--- src/sv/cetl_pkg.sv ---
// ----------------------------------------------------------------------------
// cetl_pkg
// Shared types and constants of the thick line clip and expand block.
// ----------------------------------------------------------------------------
package cetl_pkg;

    localparam int FRAC_BITS_DEF = 16;
    localparam int T_BITS        = 30;
    localparam int CRD_W         = 32;
    localparam int COL_W         = 24;
    localparam int CFG_W         = 16;
    localparam int ADDR_W        = 4;
    localparam int APB_W         = 32;
    localparam int DIV_W         = 64;
    localparam int DEN_W         = 35;

    // register indexes
    localparam logic [1:0] REG_VP_W   = 2'd0;
    localparam logic [1:0] REG_VP_H   = 2'd1;
    localparam logic [1:0] REG_LINE_W = 2'd2;

    localparam logic [CFG_W-1:0] VP_W_RESET   = 16'd1;
    localparam logic [CFG_W-1:0] VP_H_RESET   = 16'd1;
    localparam logic [CFG_W-1:0] LINE_W_RESET = 16'd256;

    typedef struct packed {
        logic [CRD_W-1:0] sx;
        logic [CRD_W-1:0] sy;
        logic [CRD_W-1:0] sz;
        logic [CRD_W-1:0] sw;
        logic [CRD_W-1:0] ex;
        logic [CRD_W-1:0] ey;
        logic [CRD_W-1:0] ez;
        logic [CRD_W-1:0] ew;
        logic [COL_W-1:0] scol;
        logic [COL_W-1:0] ecol;
    } seg_t;

    typedef struct packed {
        logic             start;
        logic [DIV_W-1:0] num;
        logic [DEN_W-1:0] den;
    } div_req_t;

    typedef struct packed {
        logic             busy;
        logic [DIV_W-1:0] quo;
    } div_rsp_t;

endpackage

--- src/sv/cetl_front.sv ---
// ----------------------------------------------------------------------------
// cetl_front
// Segment intake: two-entry queue that takes segments while the back end works.
// ----------------------------------------------------------------------------
module cetl_front (
    input  logic          clk,
    input  logic          rst_n,
    input  logic          valid,
    output logic          stall,
    input  cetl_pkg::seg_t seg,
    output logic          q_valid,
    output cetl_pkg::seg_t q_data,
    input  logic          pop
);
    import cetl_pkg::*;

    seg_t       ent_reg [2];
    logic       wr_ptr_reg, wr_ptr_next;
    logic       rd_ptr_reg, rd_ptr_next;
    logic [1:0] count_reg, count_next;
    logic       push;

    assign stall   = (count_reg == 2'd2);
    assign push    = valid && !stall;
    assign q_valid = (count_reg != 2'd0);
    assign q_data  = ent_reg[rd_ptr_reg];

    always_comb
    begin
        wr_ptr_next = push ? !wr_ptr_reg : wr_ptr_reg;
        rd_ptr_next = pop ? !rd_ptr_reg : rd_ptr_reg;
        count_next  = count_reg + 2'(push) - 2'(pop);
    end

    always_ff @(posedge clk or negedge rst_n)
    begin
        if (!rst_n)
        begin
            wr_ptr_reg <= 1'b0;
            rd_ptr_reg <= 1'b0;
            count_reg  <= 2'd0;
        end
        else
        begin
            wr_ptr_reg <= wr_ptr_next;
            rd_ptr_reg <= rd_ptr_next;
            count_reg  <= count_next;
        end
    end

    always_ff @(posedge clk)
    begin
        if (push)
        begin
            ent_reg[wr_ptr_reg] <= seg;
        end
    end

    ap_pop_nonempty: assert property (@(posedge clk) disable iff (!rst_n)
        pop |-> count_reg != 2'd0)
        else $error("queue popped while empty");

    ap_full_stall: assert property (@(posedge clk) disable iff (!rst_n)
        (count_reg == 2'd2 && !pop) |=> count_reg == 2'd2)
        else $error("queue lost an entry while full");

    ap_count_step: assert property (@(posedge clk) disable iff (!rst_n)
        (push && !pop) |=> count_reg == $past(count_reg) + 2'd1)
        else $error("queue count did not follow push");

endmodule

--- config.mk ---
export PLATFORM = sky130hd
export DESIGN_NAME = cetl_front
export DESIGN_NICKNAME = d
export VERILOG_FILES = /design/src/sv/cetl_pkg.sv /design/src/sv/cetl_front.sv
export SDC_FILE = /design/constraint.sdc
export NUM_CORES = 1
export LEC_CHECK = 0
export ABC_AREA = 1
export ABC_CLOCK_PERIOD_IN_PS = 20500
export BUFFER_PORTS_ARGS = -buffer_cell sky130_fd_sc_hd__buf_2
export CAP_MARGIN = 20
export CORE_AREA = 2 2 236 238
export DETAILED_ROUTE_END_ITERATION = 10
export DIE_AREA = 0 0 238 240
export PLACE_DENSITY = 0.76
export SKIP_CTS_REPAIR_TIMING = 1
export SYNTH_ARGS = -nofsm -noshare
export SYNTH_HDL_FRONTEND = slang
export SYNTH_SLANG_ARGS = --single-unit
--- constraint.sdc ---
create_clock -name clk -period 20.5 [get_ports clk]
set_clock_uncertainty 0.05 [all_clocks]
set_input_delay 4.1 -clock clk [delete_from_list [all_inputs] [get_ports clk]]
set_output_delay 4.1 -clock clk [all_outputs]
set_load 0.02 [all_outputs]
==> results.md <==
* Slowest stage delay, CP at 1.00 ns
* CP cell instances: buf_4, buf_4, buf_4, nand2_1, o21ai_0, buf_2
* RSZ-0062 raised after global routing: false
* Reg clk slew, reported paths at 0.06 ns
* Setup_tns at 0 ns
* Layout cells sized above 1 at 31.4%
* Post-route clock period utilization at 42.9%
* Sum of net half-perimeters after detailed placement at 36.0 mm
* Mean number of vias per cell at 4.70
* Post-layout net count at 2,547
* Status: finished, final reports clean
* Sw Ratio at 36.8%
* Max reg flops at 608
* Ys Warns at 0
* Worst-Margin Slew at 1.08 ns
* PwrDens at 152 nW/um^2
* Starting density of the core at 41.5%
* Post-route ant nets at 0
* Clk root buf: clkbuf_16
* CP required at 16.35 ns
* Syn nets at 1,926
* Iter 0 DRT Violations at 720
* Skew-Pair Late Insertion Delay at 0.60 ns
* Drt pass-1 iters at 5
* Sequential-to-total area share from yosys stat at 81.0%
* Combinational share of power at 32.8%
* Hold crit path type: reg2reg
* Setup-failing EPs final at 0
* CP dominant cell by count: buf_4
* Worst Setup Start Kind: flop
* Global-route wire length before repair at 77.1 mm
* Largest net degree at the start of global routing at 130
* Max VDD drop at 0.000121 V
* Yosys reg bits at 612
* Placer Congestion at 0.805
* Sequential Power Share at 41.7%
* Die Span X at 238 um
* P_int at 0.00272 W
* Cells after Synth at 1,616
* Critical path peak fanout at 129
* Max Transition Viols Final at 0
* Ys async rst share at 0.654%
* Dominant cells by area after synthesis: edfxtp_1 (81%), o21ai_0 (6.0%), nand2_1 (5.2%)
* Area of the mapped netlist at 22,700 um^2
* Final hold vios at 0
* Clock buffer count from CTS at 61
* Synth Flop Type: edfxtp_1
* Crit Path Category: reg2out
* Top cell type's share of synthesized area at 80.5%
* Clk network pwr share at 25.5%
* Critical path's top delay family: buffers and inverters
* Grt ovf at 0
* EDFF count, synth at 608
* Vias in the first global route at 14,021
* Total power at 0.00431 W
* H-tree levels at 2
* Setup ws final at 11.71 ns
* Row count at 86
* Fmax at 0.114 GHz
* Synth top cells by count: edfxtp_1 (608), nand2_1 (314), inv_1 (312)
* Die Y at 240 um
* CTS tree: yes
* Die area at 57,100 um^2
* CTS sink count at 612
* Top-count cell post-synth: edfxtp_1
* Synth cell types at 15
* Worst slew margin at 27.8%
* Routed via count at 14,108
* Critical Path Slowest Stage Cell: dfrtp_4
* Global Route Usage Sum at 17.6%
* Final WL at 52.6 mm
* Switch Pwr at 0.00159 W
* Area growth syn-to-layout at 25.1%
* Pre-CTS setup slack at 12.36 ns
* Core box area at 54,700 um^2
* Mean post-synth cell area at 14.0 um^2
* Min cycle time layout at 8.79 ns
* Initial antenna violation count at 19
* Cell taking the most area after synthesis: edfxtp_1
* Port bufs at 613
* Setup crit end kind: primary output
* Clock buffer depth at 3
* WP data arrival at 4.64 ns
* # IOs at 614
* # Max-Cap Violations at 0
* Static leakage at 12.0 nW
* Drt wl/cell at 17.5 um
* Residual DRC at 0
* Crit path buf inv count at 4
* Fillers at 4,458
## power groups by stage
stage	clock [W]	sequential, W	combinational (W)
floorplan	0	0.00190	0.000940
global placement	0	0.00181	0.00139
detailed placement	0	0.00182	0.00142
CTS	0.00113	0.00180	0.00143
global route	0.00117	0.00182	0.00153
finish	0.00110	0.00180	0.00141
## logic make-up after synthesis
| family | count (synthesis) | synth area share (%) |
|---|---|---|
| flip-flops | 612 | 81.0 |
| buffers and inverters | 380 | 6.92 |
| AND/OR/NAND/NOR | 317 | 5.26 |
| AO/OA/AOI/OAI | 304 | 6.71 |
| adder cells (fa/ha/maj) | 2 | 0.110 |
| XOR/XNOR | 1 | 0.0386 |
## cells in the final DEF, fill, tap and decap left out
cell type,n
clkinvlp_4,3
o21ai_0,273
inv_8,2
clkinv_2,11
diode_2,10
dfrtp_1,3
bufinv_16,7
buf_4,13
clkinv_4,2
ha_1,2
inv_1,311
nor2_4,1
clkbuf_1,8
clkinv_1,15
xor2_1,1
nand2_1,314
nand3_1,2
buf_2,613
o21ai_1,31
inv_6,2
clkbuf_16,63
edfxtp_1,608
dfrtp_4,1
## layout make-up
type	count	area (um^2)	share of cell area (%)
antenna	10	25.0	0.0882
clock buffer	71	1610	5.66
clock inverter	41	390	1.38
inverter	312	1180	4.16
multi-input combinational	624	2760	9.71
sequential	612	18400	64.7
tap	704	881	3.11
timing repair buffer	626	3170	11.2
## layer usage
metal	routed length, um	part of all wire, %	global-route usage [%]	vias up
met5	80	0.15	0	-
met4	1750	3.3	6.99	12
met3	5170	9.8	6.28	133
met2	26700	51	30.9	603
met1	18900	36	19.3	6630
li1	-	-	-	6730
## through the flow
stage / cells / hold slack (ns) / cell area (um^2) / util, %
2_1_floorplan: 1616 / 0.392 / 22700 / -
3_3_place_gp: 2878 / 0.404 / 26300 / 48.2
3_5_place_dp: 2878 / 0.428 / 26300 / 48.2
4_1_cts: 2990 / 0.442 / 28300 / 51.8
5_1_grt: 2996 / 0.486 / 28400 / 51.9
6_report: 3000 / 0.440 / 28400 / 51.9
## final timing paths
kind | from | endpoint | slack [ns] | cells after the start
max reg2reg | count_reg[1]$_DFF_PN0_ | ent_reg[0][228]$_DFFE_PP_ | 16.91 | 5
min in group asynchronous | rst_n | count_reg[0]$_DFF_PN0_ | 3.24 | 1
max | rd_ptr_reg$_DFFE_PN0P_ | q_data[237] | 11.71 | 6
min | wr_ptr_reg$_DFFE_PN0P_ | wr_ptr_reg$_DFFE_PN0P_ | 0.44 | 2
min reg2reg | wr_ptr_reg$_DFFE_PN0P_ | wr_ptr_reg$_DFFE_PN0P_ | 0.44 | 2
max in group asynchronous | rst_n | rd_ptr_reg$_DFFE_PN0P_ | 17.02 | 1
## worst min-delay path, stage by stage (launching register included)
cell and delay [ns]:
dfrtp_1 0.35, nand2_1 0.06, nand2_1 0.05
(Power assumes the default switching activity.)
