[config.mk]
export PLATFORM = sky130hd
export DESIGN_NAME = cetl_div
export DESIGN_NICKNAME = d
export VERILOG_FILES = /design/src/sv/cetl_pkg.sv /design/src/sv/cetl_div.sv
export SDC_FILE = /design/constraint.sdc
export NUM_CORES = 1
export LEC_CHECK = 0
export ABC_AREA = 1
export BUFFER_PORTS_ARGS = -buffer_cell sky130_fd_sc_hd__buf_2
export CAP_MARGIN = 15
export CORE_MARGIN = 3
export CORE_UTILIZATION = 50
export CTS_BUF_LIST = sky130_fd_sc_hd__clkbuf_4 sky130_fd_sc_hd__clkbuf_8 sky130_fd_sc_hd__clkbuf_16
export DETAILED_ROUTE_END_ITERATION = 10
export PLACE_DENSITY = 0.72
export SETUP_SLACK_MARGIN = 0.5
export SYNTH_ARGS = -nofsm -noshare
export SYNTH_HDL_FRONTEND = slang
export SYNTH_SLANG_ARGS = --single-unit
[constraint.sdc]
create_clock -name clk -period 8.6 [get_ports clk]
set_clock_uncertainty 0.05 [all_clocks]
set_input_delay 0.86 -clock clk [delete_from_list [all_inputs] [get_ports clk]]
set_output_delay 0.86 -clock clk [all_outputs]
set_load 0.005 [all_outputs]
[src/sv/cetl_pkg.sv]
// ----------------------------------------------------------------------------
// cetl_pkg
// Shared types and constants of the thick line clip and expand block.
// ----------------------------------------------------------------------------
package cetl_pkg;

    localparam int FRAC_BITS_DEF = 16;
    localparam int T_BITS        = 30;
    localparam int CRD_W         = 32;
    localparam int COL_W         = 24;
    localparam int CFG_W         = 16;
    localparam int ADDR_W        = 4;
    localparam int APB_W         = 32;
    localparam int DIV_W         = 64;
    localparam int DEN_W         = 35;

    // register indexes
    localparam logic [1:0] REG_VP_W   = 2'd0;
    localparam logic [1:0] REG_VP_H   = 2'd1;
    localparam logic [1:0] REG_LINE_W = 2'd2;

    localparam logic [CFG_W-1:0] VP_W_RESET   = 16'd1;
    localparam logic [CFG_W-1:0] VP_H_RESET   = 16'd1;
    localparam logic [CFG_W-1:0] LINE_W_RESET = 16'd256;

    typedef struct packed {
        logic [CRD_W-1:0] sx;
        logic [CRD_W-1:0] sy;
        logic [CRD_W-1:0] sz;
        logic [CRD_W-1:0] sw;
        logic [CRD_W-1:0] ex;
        logic [CRD_W-1:0] ey;
        logic [CRD_W-1:0] ez;
        logic [CRD_W-1:0] ew;
        logic [COL_W-1:0] scol;
        logic [COL_W-1:0] ecol;
    } seg_t;

    typedef struct packed {
        logic             start;
        logic [DIV_W-1:0] num;
        logic [DEN_W-1:0] den;
    } div_req_t;

    typedef struct packed {
        logic             busy;
        logic [DIV_W-1:0] quo;
    } div_rsp_t;

endpackage

[src/sv/cetl_div.sv]
// ----------------------------------------------------------------------------
// cetl_div
// Shared restoring divider, one quotient bit per cycle.
// ----------------------------------------------------------------------------
module cetl_div (
    input  logic               clk,
    input  logic               rst_n,
    input  cetl_pkg::div_req_t req,
    output cetl_pkg::div_rsp_t rsp
);
    import cetl_pkg::*;

    localparam int CNT_W = $clog2(DIV_W + 1);

    logic             busy_reg, busy_next;
    logic [CNT_W-1:0] cnt_reg, cnt_next;
    logic [DIV_W-1:0] num_reg, num_next;
    logic [DIV_W-1:0] quo_reg, quo_next;
    logic [DEN_W-1:0] den_reg, den_next;
    logic [DEN_W:0]   rem_reg, rem_next;
    logic [DEN_W:0]   trial;

    assign trial    = {rem_reg[DEN_W-1:0], num_reg[DIV_W-1]};
    assign rsp.busy = busy_reg;
    assign rsp.quo  = quo_reg;

    always_comb
    begin
        busy_next = busy_reg;
        cnt_next  = cnt_reg;
        num_next  = num_reg;
        quo_next  = quo_reg;
        den_next  = den_reg;
        rem_next  = rem_reg;
        if (req.start)
        begin
            busy_next = 1'b1;
            cnt_next  = CNT_W'(DIV_W);
            num_next  = req.num;
            den_next  = req.den;
            rem_next  = '0;
            quo_next  = '0;
        end
        else if (busy_reg)
        begin
            num_next = {num_reg[DIV_W-2:0], 1'b0};
            if (trial >= {1'b0, den_reg})
            begin
                rem_next = trial - {1'b0, den_reg};
                quo_next = {quo_reg[DIV_W-2:0], 1'b1};
            end
            else
            begin
                rem_next = trial;
                quo_next = {quo_reg[DIV_W-2:0], 1'b0};
            end
            cnt_next = cnt_reg - CNT_W'(1);
            if (cnt_reg == CNT_W'(1))
            begin
                busy_next = 1'b0;
            end
        end
    end

    always_ff @(posedge clk or negedge rst_n)
    begin
        if (!rst_n)
        begin
            busy_reg <= 1'b0;
            cnt_reg  <= '0;
        end
        else
        begin
            busy_reg <= busy_next;
            cnt_reg  <= cnt_next;
        end
    end

    always_ff @(posedge clk)
    begin
        num_reg <= num_next;
        quo_reg <= quo_next;
        den_reg <= den_next;
        rem_reg <= rem_next;
    end

endmodule

==> summary.md, run 1 <==
| Metric | Value |
|---|---|
| Largest net degree at the start of global routing | 83 |
| WP data required | 8960 ps |
| Crit share post-route | 0.355 |
| Cell mode on critical path | nand2_1 |
| Io pins | 167 |
| Number of port buffers | 166 |
| Worst R2R Path Depth | 12 |
| RSZ-0062 raised after global routing | no |
| Max Clock Freq | 0.328 GHz |
| Drt via density | 4.92 |
| Post-CTS Resized | 0 |
| Crit path depth | 12 |
| Slew Limit Fails | 0 |
| Reg2reg setup slack | 5550 ps |
| Register Area | 5150 um2 |
| Max-slew headroom | 0.270 |
| Area grow syn2layout | 17.0% |
| MaxCap Viol Count | 0 |
| DP HPWL | 17.6 mm |
| RD Place Congestion | 0.938 |
| Post-CTS Setup Inserts | 0 |
| Synth Net Count | 1539 |
| CP startpoint kind | flip-flop |
| Worst VDD drop | 141 uV |
| Drt pass-1 iters | 5 |
| TritonCTS Buffers | 22 |
| Status | complete, no violations |
| Clock period minus worst slack | 3050 ps |
| Min-Delay Path Class | in -> async |
| Height of the die | 152 um |
| Psw | 0.757 mW |
| Synthesized cell area | 10600 um2 |
| Register bit total from synthesis | 206 |
| GRT Resource Usage Total | 0.211 |
| Cell family with most CP delay | compound AO/OA/AOI/OAI gates |
| Combinational cell fraction of total power | 0.195 |
| Drt total wl | 24.5 mm |
| Worst-margin pin slew | 1090 ps |
| CTS tree | yes |
| Vias in the first global route | 8467 |
| CP max-delay cell | a21oi_4 |
| Initial core utilization | 0.517 |
| H-tree Lvls | 1 |
| Fill cell count | 1900 |
| Mean Syn Cell Area | 7.57 um2 |
| Mapped Cells | 1399 |
| Post-synth cell types | 37 |
| Crit path max fanout | 35 |
| Clock transition at path regs | 60 ps |
| Sequential share of the synthesized area | 0.487 |
| Row Count | 52 |
| Die Area | 23000 um2 |
| First-pass GRT wire length | 39.7 mm |
| Leak | 6.48 nW |
| Clock sink total | 206 |
| Chip width | 152 um |
| Worst r2r dst | rem_reg[30] |
| Crit path kind | reg -> reg |
| Antenna violations before repair | 6 |
| Ratio of cells with drive above 1 in the final layout | 0.152 |
| Via Count | 9036 |
| Final hold slack | 122 ps |
| CP endpoint kind | flip-flop |
| Sequential Power Share | 0.431 |
| Clock Power Share | 0.375 |
| Power Dens Cells | 215 nW/um2 |
| Multi-input logic area | 4350 um2 |
| CTS Hold Bufs | 0 |
| Finish-stage setup viols | 0 |
| Setup TNS | 0 ps |
| Routed len/inst | 13.3 um |
| P_int | 1.91 mW |
| Final Hold Fails | 0 |
| Remaining Overflow, GRT | 0 |
| FF-to-FF Start | den_reg[29] |
| DRC viols | 0 |
| Synth warnings | 0 |
| Initial DRC Count | 555 |
| Switching portion of total power | 0.284 |
| Number of buffers and inverters on the critical path | 2 |
| CTS root buf | clkbuf_16 |
| CP arrival | 3410 ps |
| Core area | 20500 um2 |
| CP max stage delay | 830 ps |
| Post-route ant nets | 0 |
| Clk Latency, worst-skew pair | 520 ps |
| Layout Nets | 1690 |
| Critical Path, Cell by Cell | inv_1 -> ha_1 -> inv_1 -> o21ai_0 -> a21oi_1 -> nand2_1 -> a21oi_4 -> nand2_8 -> nand2_2 -> nand2_1 -> nand2_1 -> nand2_1 |
| CTS max path bufs | 3 |
==> power by group through the flow <==
stage	combinational (mW)	sequential [mW]	clock [mW]
after detailed placement	0.516	1.17	0
after global routing	0.598	1.16	1.06
final	0.519	1.15	1.00
after global placement	0.509	1.17	0
after floorplan	0.401	1.16	0
after CTS	0.518	1.15	1.02
==> per-stage QoR <==
step	area, um2	cells	total power [mW]	worst slack [ps]	util
finish	12400	1838	2.67	5550	0.605
floorplan	10600	1399	1.56	5080	-
detailed placement	11600	1796	1.68	5080	0.566
CTS	12400	1836	2.69	5570	0.605
global placement	11600	1796	1.68	5130	0.566
global route	12400	1838	2.82	5290	0.605
==> cell usage in the layout, fill, tap and decap left out, drive strengths merged <==
master  Yosys  final
o22ai      63     63
inv       238    238
clkinv      0      3
nand3      78     78
nor4        1      1
diode       0      2
ha         37     37
xnor2       4      4
dfxtp      99     99
a21oi      33     33
xor2       12     12
buf        13    170
and3        1      1
o21ai      24     24
nand3b      7      7
edfxtp     99     99
nor2       63     63
clkbuf     30     35
dfrtp       8      8
a41oi       1      1
o21bai      4      4
nand2     569    569
nand4       8      8
nor3        6      6
bufinv      0      2
fa          1      1
==> kinds of logic (layout without fill, tap and decap cells) <==
kind of cell / after synthesis / after routing / synth area share
flip-flops: 206 / 206 / 0.487
AND/OR/NAND/NOR: 733 / 733 / 0.282
XOR/XNOR: 16 / 16 / 0.0132
other: 0 / 2 / 0
buffers and inverters: 281 / 448 / 0.104
AO/OA/AOI/OAI: 125 / 125 / 0.0688
adder cells (fa/ha/maj): 38 / 38 / 0.0456
==> metal layers <==
| metal | vias to the layer above | track usage | wire [um] |
|---|---|---|---|
| met5 | - | 0 | 48 |
| met4 | 8 | 0.0562 | 675 |
| met3 | 58 | 0.0452 | 1610 |
| met2 | 239 | 0.344 | 11100 |
| met1 | 4016 | 0.285 | 11100 |
| li1 | 4715 | - | - |
==> cell type report <==
class / count / share of cell area
clock inverter: 5 / 0.00797
tap: 270 / 0.0272
clock buffer: 35 / 0.0562
inverter: 238 / 0.0723
antenna: 2 / 0.000404
multi-input combinational: 912 / 0.351
sequential: 206 / 0.416
timing repair buffer: 170 / 0.0696
==> cells in the mapped netlist <==
library cell	number	area share
nor2_1	57	0.020
nor3_2	1	0.00094
buf_2	5	0.0024
o22ai_1	63	0.037
nand2_4	1	0.0011
nand3_1	77	0.036
nand2_2	7	0.0041
nor2_4	3	0.0032
nor4_1	1	0.00059
fa_1	1	0.0019
dfxtp_1	99	0.19
o21bai_1	4	0.0028
edfxtp_1	99	0.28
nor3_1	5	0.0024
and3_1	1	0.00059
nor2_2	3	0.0018
clkbuf_4	1	0.00071
nand2_8	1	0.0019
buf_4	3	0.0021
nand3b_1	7	0.0050
nand3_2	1	0.00094
nand4_1	8	0.0047
buf_1	2	0.00071
inv_1	230	0.081
xnor2_1	4	0.0033
clkbuf_1	29	0.010
inv_2	8	0.0028
o21ai_1	3	0.0014
o21ai_0	21	0.0099
dfrtp_1	8	0.019
a21oi_4	1	0.0015
a41oi_1	1	0.00083
ha_1	37	0.044
xor2_1	12	0.0099
nand2_1	560	0.20
a21oi_1	32	0.015
buf_6	3	0.0032
==> worst max-delay path by stage <==
stage	start	slack [ps]	to
2_1_floorplan	req[99]	5080	num_reg[0]
3_3_place_gp	req[99]	5130	quo_reg[63]
3_5_place_dp	req[99]	5080	quo_reg[36]
4_1_cts	den_reg[27]	5570	rem_reg[30]
5_1_grt	den_reg[29]	5290	rem_reg[23]
6_report	den_reg[29]	5550	rem_reg[30]
Note: power is estimated with default switching activity, not from simulation.
==> run 2, diff against run 1 <==
Settings changed: PLACE_DENSITY 0.72 to 0.75.
Clock period 8.6 ns to 2.5 ns, I/O delays scaled along.
==> summary.md, run 2 (synthesized netlist as in run 1, its figures left out) <==
| Metric | Value |
|---|---|
| Crit path kind | reg -> reg (unchanged) |
| CTS tree | yes (unchanged) |
| RD Place Congestion | 0.968 (was 0.938) |
| Most frequent cells in the layout | 522 x nand2_1, 225 x inv_1, 165 x buf_2 (was 560 x nand2_1, 229 x inv_1, 165 x buf_2) |
| Initial core utilization | 0.517 (unchanged) |
| DRC viols | 0 (unchanged) |
| Initial DRC Count | 767 (was 555) |
| Drt pass-1 iters | 8 (was 5) |
| Slew Limit Fails | 0 (unchanged) |
| Antenna violations before repair | 1 (was 6) |
| CTS root buf | clkbuf_16 (unchanged) |
| Core area | 20500 um2 (unchanged) |
| CP arrival | 2720 ps (was 3410 ps) |
| Remaining Overflow, GRT | 0 (unchanged) |
| Die Area | 23000 um2 (unchanged) |
| Crit path max fanout | 7 (was 35) |
| Row Count | 52 (unchanged) |
| Clk Latency, worst-skew pair | 530 ps (was 520 ps) |
| TritonCTS Buffers | 23 (was 22) |
| Largest net degree at the start of global routing | 88 (was 83) |
| Routed len/inst | 15.8 um (was 13.3 um) |
| Leak | 7.17 nW (was 6.48 nW) |
| Worst-margin pin slew | 926 ps (was 1090 ps) |
| Drt total wl | 31.3 mm (was 24.5 mm) |
| Max Clock Freq | 0.434 GHz (was 0.328 GHz) |
| Min-Delay Path Class | in -> async (unchanged) |
| Height of the die | 152 um (unchanged) |
| GRT Resource Usage Total | 0.265 (was 0.211) |
| Post-route ant nets | 0 (unchanged) |
| Finish-stage setup viols | 0 (unchanged) |
| RSZ-0062 raised after global routing | yes (was no) |
| Power Dens Cells | 699 nW/um2 (was 215 nW/um2) |
| Layout Nets | 1826 (was 1690) |
| Clock period minus worst slack | 2310 ps (was 3050 ps) |
| Commonest non-fill, non-tap cell in the layout | nand2_1 (unchanged) |
| WP data required | 2920 ps (was 8960 ps) |
| Clock sink total | 206 (unchanged) |
| Worst VDD drop | 585 uV (was 141 uV) |
| DP HPWL | 19.1 mm (was 17.6 mm) |
| CTS max path bufs | 3 (unchanged) |
| Drt via density | 5.13 (was 4.92) |
| Ratio of cells with drive above 1 in the final layout | 0.215 (was 0.152) |
| H-tree Lvls | 1 (unchanged) |
| Final hold slack | 72.6 ps (was 122 ps) |
| Io pins | 167 (unchanged) |
| First-pass GRT wire length | 48.6 mm (was 39.7 mm) |
| Vias in the first global route | 9897 (was 8467) |
| Number of port buffers | 166 (unchanged) |
| Clock transition at path regs | 60 ps (about the same) |
| Status | complete, no violations (unchanged) |
| Chip width | 152 um (unchanged) |
| Final Total Pwr | 10.0 mW (was 2.67 mW) |
| Final Hold Fails | 0 (unchanged) |
| CP endpoint kind | flip-flop (unchanged) |
| CP startpoint kind | flip-flop (unchanged) |
| Area grow syn2layout | 35.4% (was 17.0%) |
| Crit share post-route | 0.922 (was 0.355) |
| Via Count | 10117 (was 9036) |
| Setup TNS | 0 ps (unchanged) |
| Final Util | 0.700 (was 0.605) |
| MaxCap Viol Count | 0 (unchanged) |
| Max-slew headroom | 0.383 (was 0.270) |
run 2: cell types whose count changed in the layout (fill, tap and decap cells not counted), sizes merged:
cell,change
buf,+32
bufinv,-2
clkbuf,+4
clkinv,-1
diode,-1
dlygate4sd3,+100
inv,+2
nand2,+2
run 2: metal layers:
| layer | GRT usage | wire length, um |
|---|---|---|
| met3 | 0.0586 | 2260 |
| met4 | 0.0966 | 1150 |
| met2 | 0.465 | 15400 |
| met5 | 0 | 0 |
| met1 | 0.318 | 12500 |
run 2: final timing paths:
| kind | start | endpoint | slack, ps | cells after the start |
|---|---|---|---|---|
| worst max-delay path | num_reg[63] | rem_reg[31] | 190 | 17 |
| worst min-delay path | rst_n | cnt_reg[1] | 70 | 2 |
| worst max register to register | num_reg[63] | rem_reg[31] | 190 | 17 |
| worst min register to register | quo_reg[63] | quo_reg[63] | 410 | 2 |
| max in group asynchronous | rst_n | cnt_reg[2] | 2150 | 2 |
| min in group clk | req[99] | den_reg[23] | 110 | 1 |
run 2: power by group:
part	leakage (nW)	switching, mW	total, mW	internal (mW)
registers	1.94	0.166	4.00	3.83
logic	4.81	1.47	2.52	1.05
clock network	0.413	1.38	3.52	2.14
run 2: area by class of cell:
class                      count  area [um2]
clock inverter                 4        36.3
multi-input combinational    914        4890
inverter                     238         896
timing repair buffer         303        2240
clock buffer                  38         778
sequential                   206        5160
fill                        1582        6150
antenna                        1        2.50
tap                          270         338
run 2: stage by stage:
stage / worst slack (ps) / cell area [um2] / instances
finish: 194 / 14300 / 1974
global route: 96.8 / 14300 / 1974
CTS: 291 / 14100 / 1967
detailed placement: 135 / 11800 / 1810
global placement: 183 / 11800 / 1810
floorplan: 470 / 10600 / 1399
run 2: repair_timing:
action | 4_1_cts | 5_1_grt
gates cloned | 2 | 1
endpoints found under the hold margin | 107 | 0
endpoints found under the setup margin | 36 | 36
pin swaps | 15 | 23
resized for setup | 77 | 40
hold buffers | 100 | 0
setup buffers | 13 | 5
run 2: worst max-delay path, stage by stage (launching register included):
cell and delay, ps:
edfxtp_1 370, inv_1 60, ha_2 190, fa_2 390, nor2_4 130, nor2_4 60
inv_2 60, nand2_2 50, nand3_2 90, nand2_2 80, nand2_4 110, nand2_8 80
nand2_8 140, buf_12 130, nand2_8 70, nand2_2 80, nand2_1 50, nand2_1 60
